==> config.mk <==
export PLATFORM = sky130hd
export DESIGN_NAME = hcbp_packer
export DESIGN_NICKNAME = d
export VERILOG_FILES = /design/src/design/hcbp_pkg.sv /design/src/design/hcbp_packer.sv
export SDC_FILE = /design/constraint.sdc
export NUM_CORES = 1
export LEC_CHECK = 0
export BUFFER_PORTS_ARGS = -buffer_cell sky130_fd_sc_hd__buf_2
export CORE_AREA = 2 2 104 106
export DETAILED_ROUTE_END_ITERATION = 7
export DIE_AREA = 0 0 106 108
export HOLD_SLACK_MARGIN = 0.05
export PLACE_DENSITY = 0.65
export SETUP_SLACK_MARGIN = 0.02
export SKIP_LAST_GASP = 1
export SYNTH_ARGS = -nofsm -noshare
export SYNTH_HDL_FRONTEND = slang
export SYNTH_SLANG_ARGS = --single-unit
==> constraint.sdc <==
create_clock -name clk -period 3.39 [get_ports clk]
set_input_delay 0.339 -clock clk [delete_from_list [all_inputs] [get_ports clk]]
set_output_delay 0.339 -clock clk [all_outputs]
set_load 0.01 [all_outputs]
==> src/design/hcbp_pkg.sv <==
// shared constants, opcodes and transaction types for the huffman code bit packer
`default_nettype none

package hcbp_pkg;

	localparam int ALPHABET_SIZE = 256;
	localparam int MAX_CODE_LEN  = 16;
	localparam int STORE_BITS    = 16;
	localparam int BYTE_BITS     = 8;

	localparam int SYM_W   = 8;
	localparam int CODE_W  = 16;
	localparam int LEN_W   = 5;
	localparam int ADDR_W  = $clog2(ALPHABET_SIZE);
	localparam int LEN_CAP = (MAX_CODE_LEN < STORE_BITS) ? MAX_CODE_LEN : STORE_BITS;
	localparam int ENTRY_W = CODE_W + LEN_W;

	localparam int PEND_W = BYTE_BITS - 1;
	localparam int CNT_W  = $clog2(BYTE_BITS);
	localparam int ACC_W  = PEND_W + CODE_W;
	localparam int TOT_W  = $clog2(ACC_W + 1);

	localparam logic [1:0] OP_LOAD   = 2'd0;
	localparam logic [1:0] OP_ENCODE = 2'd1;
	localparam logic [1:0] OP_FLUSH  = 2'd2;
	localparam logic [1:0] OP_NONE   = 2'd3;

	typedef struct packed {
		logic [1:0]        opcode;
		logic [SYM_W-1:0]  symbol;
		logic [CODE_W-1:0] code_value;
		logic [LEN_W-1:0]  code_length;
	} req_t;

	typedef struct packed {
		logic [BYTE_BITS-1:0] out_byte;
		logic                 last_of_run;
		logic                 unknown_symbol;
		logic                 padded_final;
	} rsp_t;

	// looked-up item handed from the table stage to the packer
	typedef struct packed {
		logic              vld;
		logic [1:0]        opcode;
		logic              loaded;
		logic [CODE_W-1:0] code;
		logic [LEN_W-1:0]  len;
	} lookup_t;

endpackage

`default_nettype wire

==> src/design/hcbp_packer.sv <==
// msb-first bit packer with a two-entry result buffer
`default_nettype none

module hcbp_packer (
	input  wire logic              clk,
	input  wire logic              arst_n,
	input  wire hcbp_pkg::lookup_t lookup,
	output logic                   advance,
	output logic                   rsp_valid,
	input  wire logic              rsp_stall,
	output hcbp_pkg::rsp_t         rsp
);

	logic [hcbp_pkg::PEND_W-1:0] pend_bits_q;
	logic [hcbp_pkg::CNT_W-1:0]  pend_cnt_q;
	hcbp_pkg::rsp_t              buf0_q;
	hcbp_pkg::rsp_t              buf1_q;
	logic [1:0]                  buf_cnt_q;

	logic                        pop;
	logic [hcbp_pkg::ACC_W-1:0]  acc;
	logic [hcbp_pkg::TOT_W-1:0]  total;
	logic [hcbp_pkg::TOT_W-1:0]  rem;
	logic [1:0]                  n_bytes;
	logic [hcbp_pkg::ACC_W-1:0]  rem_mask;
	logic [hcbp_pkg::BYTE_BITS-1:0] byte_hi;
	logic [hcbp_pkg::BYTE_BITS-1:0] byte_lo;
	logic [hcbp_pkg::CNT_W:0]    flush_sh;
	logic [hcbp_pkg::BYTE_BITS-1:0] flush_byte;

	logic [1:0]                  n_new;
	hcbp_pkg::rsp_t              r0;
	hcbp_pkg::rsp_t              r1;
	logic [hcbp_pkg::PEND_W-1:0] pend_bits_d;
	logic [hcbp_pkg::CNT_W-1:0]  pend_cnt_d;

	assign rsp_valid = (buf_cnt_q != 2'd0);
	assign rsp       = buf0_q;
	assign pop       = rsp_valid && !rsp_stall;
	assign advance   = lookup.vld && ((buf_cnt_q == 2'd0) || ((buf_cnt_q == 2'd1) && pop));

	// append the code under the pending bits and cut out whole bytes
	assign acc     = (hcbp_pkg::ACC_W'(pend_bits_q) << lookup.len) |
		hcbp_pkg::ACC_W'(lookup.code);
	assign total   = hcbp_pkg::TOT_W'(pend_cnt_q) + hcbp_pkg::TOT_W'(lookup.len);
	assign n_bytes = (32'(total) >= 2 * hcbp_pkg::BYTE_BITS) ? 2'd2 :
		(32'(total) >= hcbp_pkg::BYTE_BITS) ? 2'd1 : 2'd0;
	assign rem     = total - hcbp_pkg::TOT_W'(n_bytes) * hcbp_pkg::TOT_W'(hcbp_pkg::BYTE_BITS);
	assign rem_mask = (hcbp_pkg::ACC_W'(1) << rem) - hcbp_pkg::ACC_W'(1);
	assign byte_hi = hcbp_pkg::BYTE_BITS'(acc >>
		(total - hcbp_pkg::TOT_W'(hcbp_pkg::BYTE_BITS)));
	assign byte_lo = hcbp_pkg::BYTE_BITS'(acc >>
		(total - hcbp_pkg::TOT_W'(2 * hcbp_pkg::BYTE_BITS)));

	assign flush_sh   = (hcbp_pkg::CNT_W+1)'(hcbp_pkg::BYTE_BITS) - {1'b0, pend_cnt_q};
	assign flush_byte = hcbp_pkg::BYTE_BITS'(hcbp_pkg::BYTE_BITS'(pend_bits_q) << flush_sh);

	always_comb begin
		n_new       = 2'd0;
		r0          = '0;
		r1          = '0;
		pend_bits_d = pend_bits_q;
		pend_cnt_d  = pend_cnt_q;
		case (lookup.opcode)
			hcbp_pkg::OP_ENCODE: begin
				if (!lookup.loaded) begin
					n_new             = 2'd1;
					r0.last_of_run    = 1'b1;
					r0.unknown_symbol = 1'b1;
				end else begin
					n_new          = n_bytes;
					r0.out_byte    = byte_hi;
					r0.last_of_run = (n_bytes == 2'd1);
					r1.out_byte    = byte_lo;
					r1.last_of_run = 1'b1;
					pend_bits_d    = hcbp_pkg::PEND_W'(acc & rem_mask);
					pend_cnt_d     = hcbp_pkg::CNT_W'(rem);
				end
			end
			hcbp_pkg::OP_FLUSH: begin
				if (pend_cnt_q != '0) begin
					n_new           = 2'd1;
					r0.out_byte     = flush_byte;
					r0.last_of_run  = 1'b1;
					r0.padded_final = 1'b1;
					pend_bits_d     = '0;
					pend_cnt_d      = '0;
				end
			end
			default: begin
				n_new = 2'd0;
			end
		endcase
	end

	always_ff @(posedge clk or negedge arst_n) begin
		if (!arst_n) begin
			pend_bits_q <= '0;
			pend_cnt_q  <= '0;
			buf_cnt_q   <= 2'd0;
		end else begin
			if (advance) begin
				pend_bits_q <= pend_bits_d;
				pend_cnt_q  <= pend_cnt_d;
				buf_cnt_q   <= n_new;
			end else if (pop) begin
				buf_cnt_q <= buf_cnt_q - 2'd1;
			end
		end
	end

	always_ff @(posedge clk) begin
		if (advance) begin
			buf0_q <= r0;
			buf1_q <= r1;
		end else if (pop) begin
			buf0_q <= buf1_q;
		end
	end

	a_first_not_last: assert property (@(posedge clk) disable iff (!arst_n)
		(buf_cnt_q == 2'd2) |-> !buf0_q.last_of_run)
		else $error("first of two buffered bytes marked last");

	a_second_is_last: assert property (@(posedge clk) disable iff (!arst_n)
		pop && (buf_cnt_q == 2'd2) |=> rsp_valid && rsp.last_of_run)
		else $error("second buffered byte not marked last");

	a_flush_clears: assert property (@(posedge clk) disable iff (!arst_n)
		advance && (lookup.opcode == hcbp_pkg::OP_FLUSH) |=> (pend_cnt_q == '0))
		else $error("packer not empty after flush");

endmodule

`default_nettype wire

* Word level (Yosys, flattened, before mapping)
Index checks and enable logic that the tools add are counted.
** Storage, ports and cells
- Flip-flop bits (word level) :: 32
- Bits in latches :: 0
- Bits in writable memories :: 0
- ROM bits :: 0
- Input port bits :: 28
- Memories kept :: 0
** Operators by class
- Add/sub/neg operators :: 7
- Multiply operators :: 0
- Div/mod/pow operators :: 0
- Magnitude comparators :: 2
- Equality and inequality tests :: 6
- Shifts and indexed selects :: 5
- Multiplexer cells :: 24
- Bitwise gates (word level) :: 2
- Reductions and logical operators :: 12
** Operators by type and width (count)
- >> shifter 23 x 5 -> 8 bit :: 2
- bitwise OR 23 x 16 -> 23 bit :: 1
- left shift 7 x 5 -> 23 bit :: 1
- 2-to-1 mux 11 bit :: 2
- case mux 9 bit (2 select lines) :: 1
- 2-to-1 mux 7 bit :: 2
- case mux 7 bit (2 select lines) :: 1
- 2-to-1 mux 9 bit :: 1
- 2-to-1 mux 1 bit :: 8
- 2-to-1 mux 2 bit :: 4
- 2-to-1 mux 8 bit :: 1
- left shift 7 x 4 -> 8 bit :: 1
- bitwise AND 7 bit :: 1
- left shift 1 x 5 -> 7 bit (first input constant) :: 1
- subtractor 7 x 2 -> 7 bit (second input constant) :: 1
- == test 2 x 1 -> 1 bit (second input constant) :: 3
- 2-to-1 mux 3 bit :: 2
- case mux 3 bit (2 select lines) :: 1
- nonzero test 2 bit :: 3
- adder 3 x 5 -> 5 bit :: 1
- >= comparator 5 x 4 -> 1 bit (second input constant) :: 1
- >= comparator 5 bit (second input constant) :: 1
- subtractor 5 x 4 -> 5 bit (second input constant) :: 1
- subtractor 5 bit :: 1
- other kinds (13) :: 16

* Longest topological paths before layout
- Depth after elaboration :: 10
- Depth in mapped cells :: 13
- Mapped depth without buffers :: 12

* Least setup slack after synthesis
Ideal clock, no wire load.
- Path type :: register -> register
- Start point :: register pend_cnt_q[1] (netlist bit)
- End point :: register buf0_q, in the netlist rsp[4] (data pin)
- Library setup time :: 0.255 ns
- Data arrival time :: 3.207 ns
- Path slack :: -0.072 ns
- Stages on the path, launching flop included :: 14
- Clock period less this slack :: 3.462 ns
- Cells stage by stage :: dfrtp_1 -> ha_1 -> a21o_1 -> a21oi_1 -> xor2_1 -> clkinv_1 -> clkbuf_1 -> ha_1 -> clkbuf_1 -> inv_1 -> a31o_1 -> a31oi_1 -> o21ai_0 -> and3_1
** On the way
- Cells in the longest elaborated chain, start to end :: 6
** Ends and longest elaborated chain
- start, declared :: RTL line hcbp_packer.sv:15 : logic [hcbp_pkg::CNT_W-1:0] pend_cnt_q;
- start signal, assigned :: RTL line hcbp_packer.sv:104 : pend_cnt_q <= pend_cnt_d;
- adder 3 x 5 -> 5 bit :: RTL line hcbp_packer.sv:45 : assign total = hcbp_pkg::TOT_W'(pend_cnt_q) + hcbp_pkg::TOT_W'(lookup.len);
- subtractor 5 x 4 -> 5 bit :: RTL line hcbp_packer.sv:51 : (total - hcbp_pkg::TOT_W'(hcbp_pkg::BYTE_BITS)));
- >> shifter 23 x 5 -> 8 bit :: RTL line hcbp_packer.sv:50 : assign byte_hi = hcbp_pkg::BYTE_BITS'(acc >>
- 2-to-1 mux 8 bit :: RTL line hcbp_packer.sv:66 : if (!lookup.loaded) begin
- case mux 9 bit (2 select lines) * :: RTL line hcbp_packer.sv:64 : case (lookup.opcode)
- 2-to-1 mux 11 bit * :: RTL line hcbp_packer.sv:113 : if (advance) begin
- end signal, assigned :: RTL line hcbp_packer.sv:114 : buf0_q <= r0;
- end signal, assigned :: RTL line hcbp_packer.sv:117 : buf0_q <= buf1_q;
- end, declared :: RTL line hcbp_packer.sv:16 : hcbp_pkg::rsp_t buf0_q;
Mark *: on every way between the ends. The rest lies on a longest branch, timed or not.
A chain may end at the register's enable or synchronous reset.

* Worst setup path in the final report
- Start point :: register pend_cnt_q[0] (netlist bit)
- End point :: register buf0_q, in the netlist rsp[5] (data pin)
The elaborated chain is that of the path after synthesis.

==> reports/results.tsv <==
metric	value	unit
outcome	complete, no violations	
synth_common_cells	sky130_fd_sc_hd__nand2_1, sky130_fd_sc_hd__nor2_1, sky130_fd_sc_hd__a21oi_1	
critical_path_arrival	3150	ps
r2r_slack	350	ps
dieArea	11400	um2
ff2ff_path_depth	12	
cts_hold_buffers	1	
setup_tns	0	ps
routabilityCongestion	1.01	
worst_skew_pair.late_latency	280	ps
floorplan.initialDensity	0.384	
timing.critical_path.fanout_max	5	
initial_antenna_violation_count	0	
synthMostInstantiatedCell	sky130_fd_sc_hd__nand2_1	
layout-area-overhead-vs-synth	12.9	%
fmax	329	MHz
clockRootBuffer	sky130_fd_sc_hd__clkbuf_8	
postCtsSetupRepairBufs	0	
syn-mean-instance-area	8.29	um2
postSynthNetCount	514	
post_detailed_route_via_to_cell_ratio	6.28	
placement_rows	37	
type_of_the_most_critical_hold_path	in -> async	
worst_slew_pin_slew	815	ps
antenna_cells	0	
startpoint_type	register	
setup_viol_count_final	0	
setup_crit_path_kind	reg -> reg	
synth_top_area_cell	sky130_fd_sc_hd__edfxtp_1	
synth_edf_count	20	
yosys.area.top_type_share	0.153	
power_density	947	nW/um2
io_buffer_count	40	
antenna_violating_nets_left	0	
clockBufferDepth	2	
globalRoute.totalOverflow	0	
drt_pass1_iterations	7	
synthTopCellsByArea	sky130_fd_sc_hd__edfxtp_1, sky130_fd_sc_hd__dfrtp_1, sky130_fd_sc_hd__mux2i_1	
synth-main-ff-cell	sky130_fd_sc_hd__edfxtp_1	
irDropWorstVdd	0.000286	V
min_period	3040	ps
yosys.cell_types.count	77	
chipHeight	108	um
cts_tree	done	
syn-instance-count	474	
clock_sink_count	32	
cts_resized	0	
num_vias	4067	
synth_async_sr_flop_share	0.375	
netlist_area_before_placement	3930	um2
r2r_end	rsp[5]$_DFFE_PP_	
worst_r2r_startpoint	pend_cnt_q[0]$_DFFE_PN0P_	
route.final.wire_length	12.1	mm
post_route_cells_drive_above_1_share	0.223	
rsz0062_at_grt	false	
grt_usage	0.219	
cts-htree-levels	2	
synthesis.yosys.warnings	0	
cap_viol_max_count	0	
grt_max_degree	27	
finish.instance_area	4440	um2
slew_headroom	0.456	
grt_pass1_vias	3918	
wl_per_cell	18.7	um
die-width	106	um
drcViolationCount	0	
dr.first_iter.drc_count	397	
clk_pin_slew	70	ps
synth_sequential_area_ratio	0.229	
worstPathRequired	3500	ps
finalMaxSlewViolations	0	
finalHoldViolations	0	
placeableCoreArea	10200	um2
dp.final_hpwl	9.47	mm
total_leakage_power	0.00185	uW
skew	6.17	ps
design.final.nets	551	
critPathCaptureType	register	
cts_buffers	5	
ys_ff_latch	32	
filler_cell_count	1022	
timing.final.crit_share	0.897	
grt_pass1_wl	20.2	mm
io-pin-count	41	
postPlaceCellArea	4330	um2
[worst max path at each step]
stage	slack, ps	from	to	depth (start not counted)
after global placement	290	lookup[0]	rsp[5]$_DFFE_PP_	10
after CTS	390	pend_cnt_q[0]$_DFFE_PN0P_	rsp[4]$_DFFE_PP_	12
final	350	pend_cnt_q[0]$_DFFE_PN0P_	rsp[5]$_DFFE_PP_	12
after global routing	220	pend_bits_q[1]$_DFFE_PN0P_	rsp[7]$_DFFE_PP_	8
after floorplan	70	pend_cnt_q[1]$_DFFE_PN0P_	rsp[4]$_DFFE_PP_	13
after detailed placement	230	lookup[0]	rsp[4]$_DFFE_PP_	13
[through the flow]
stage	std cells	total power, uW	utilization	hold slack (ps)	setup WS [ps]
after floorplan	474	2990	-	43.4	72.8
after global placement	639	3770	0.423	240	289
after detailed placement	639	3810	0.423	246	226
after CTS	648	4150	0.434	475	388
after global routing	648	4550	0.434	509	222
final	648	4200	0.434	466	348
[registers in the layout, indices dropped and copies added, names as in the netlist]
register     flops
buf1_q           9
buf_cnt_q        2
pend_bits_q      7
pend_cnt_q       3
rsp             11
[cell families after synthesis]
group	synth area share
AOI/OAI and AO/OA	0.289
xor gates and xnor gates	0.0111
adders and majority gates	0.0401
buffers and inverters	0.0659
DFF	0.229
muxes	0.164
and+or+nand+nor	0.201
[cells in the final DEF, fill, tap and decap left out, types with 12 or more instances in the layout]
cell and instances:
sky130_fd_sc_hd__a21oi_1 27, sky130_fd_sc_hd__buf_2 40, sky130_fd_sc_hd__buf_4 25, sky130_fd_sc_hd__dfrtp_1 12
sky130_fd_sc_hd__edfxtp_1 20, sky130_fd_sc_hd__inv_1 17, sky130_fd_sc_hd__mux2i_1 25, sky130_fd_sc_hd__nand2_1 42
sky130_fd_sc_hd__nor2_1 41, sky130_fd_sc_hd__nor3_1 15, sky130_fd_sc_hd__o21ai_0 26
[worst max-delay path: stages, from the launching register on]
cell	delay [ps]
sky130_fd_sc_hd__dfrtp_1	410
sky130_fd_sc_hd__ha_1	220
sky130_fd_sc_hd__fa_1	480
sky130_fd_sc_hd__a21o_1	220
sky130_fd_sc_hd__nand2_1	70
sky130_fd_sc_hd__xnor2_1	170
sky130_fd_sc_hd__inv_1	130
sky130_fd_sc_hd__ha_1	370
sky130_fd_sc_hd__nor2_1	300
sky130_fd_sc_hd__nand2_1	140
sky130_fd_sc_hd__inv_1	80
sky130_fd_sc_hd__a311oi_1	40
sky130_fd_sc_hd__nor3_1	230
[cell type report]
class	instances	area [um2]	area share
clock buffers	8	100	0.0226
inverters	20	75.1	0.0169
multi-input cells	386	2790	0.630
flip-flops and latches	32	901	0.203
well taps	136	170	0.0383
repair buffers	66	398	0.0897
[per-layer routing]
layer / wire length [um] / up-vias / GRT usage
met5: 0 / - / 0
met2: 5410 / 242 / 0.362
li1: - / 1890 / -
met4: 357 / 0 / 0.0686
met1: 5260 / 1897 / 0.303
met3: 1090 / 38 / 0.0223
[report_power, final]
part | internal, uW | switching, uW | total [uW]
combinational | 1280 | 1860 | 3140
clock | 185 | 140 | 325
sequential | 593 | 141 | 735
total | 2060 | 2140 | 4200
Power figures use the tool's default switching activity.
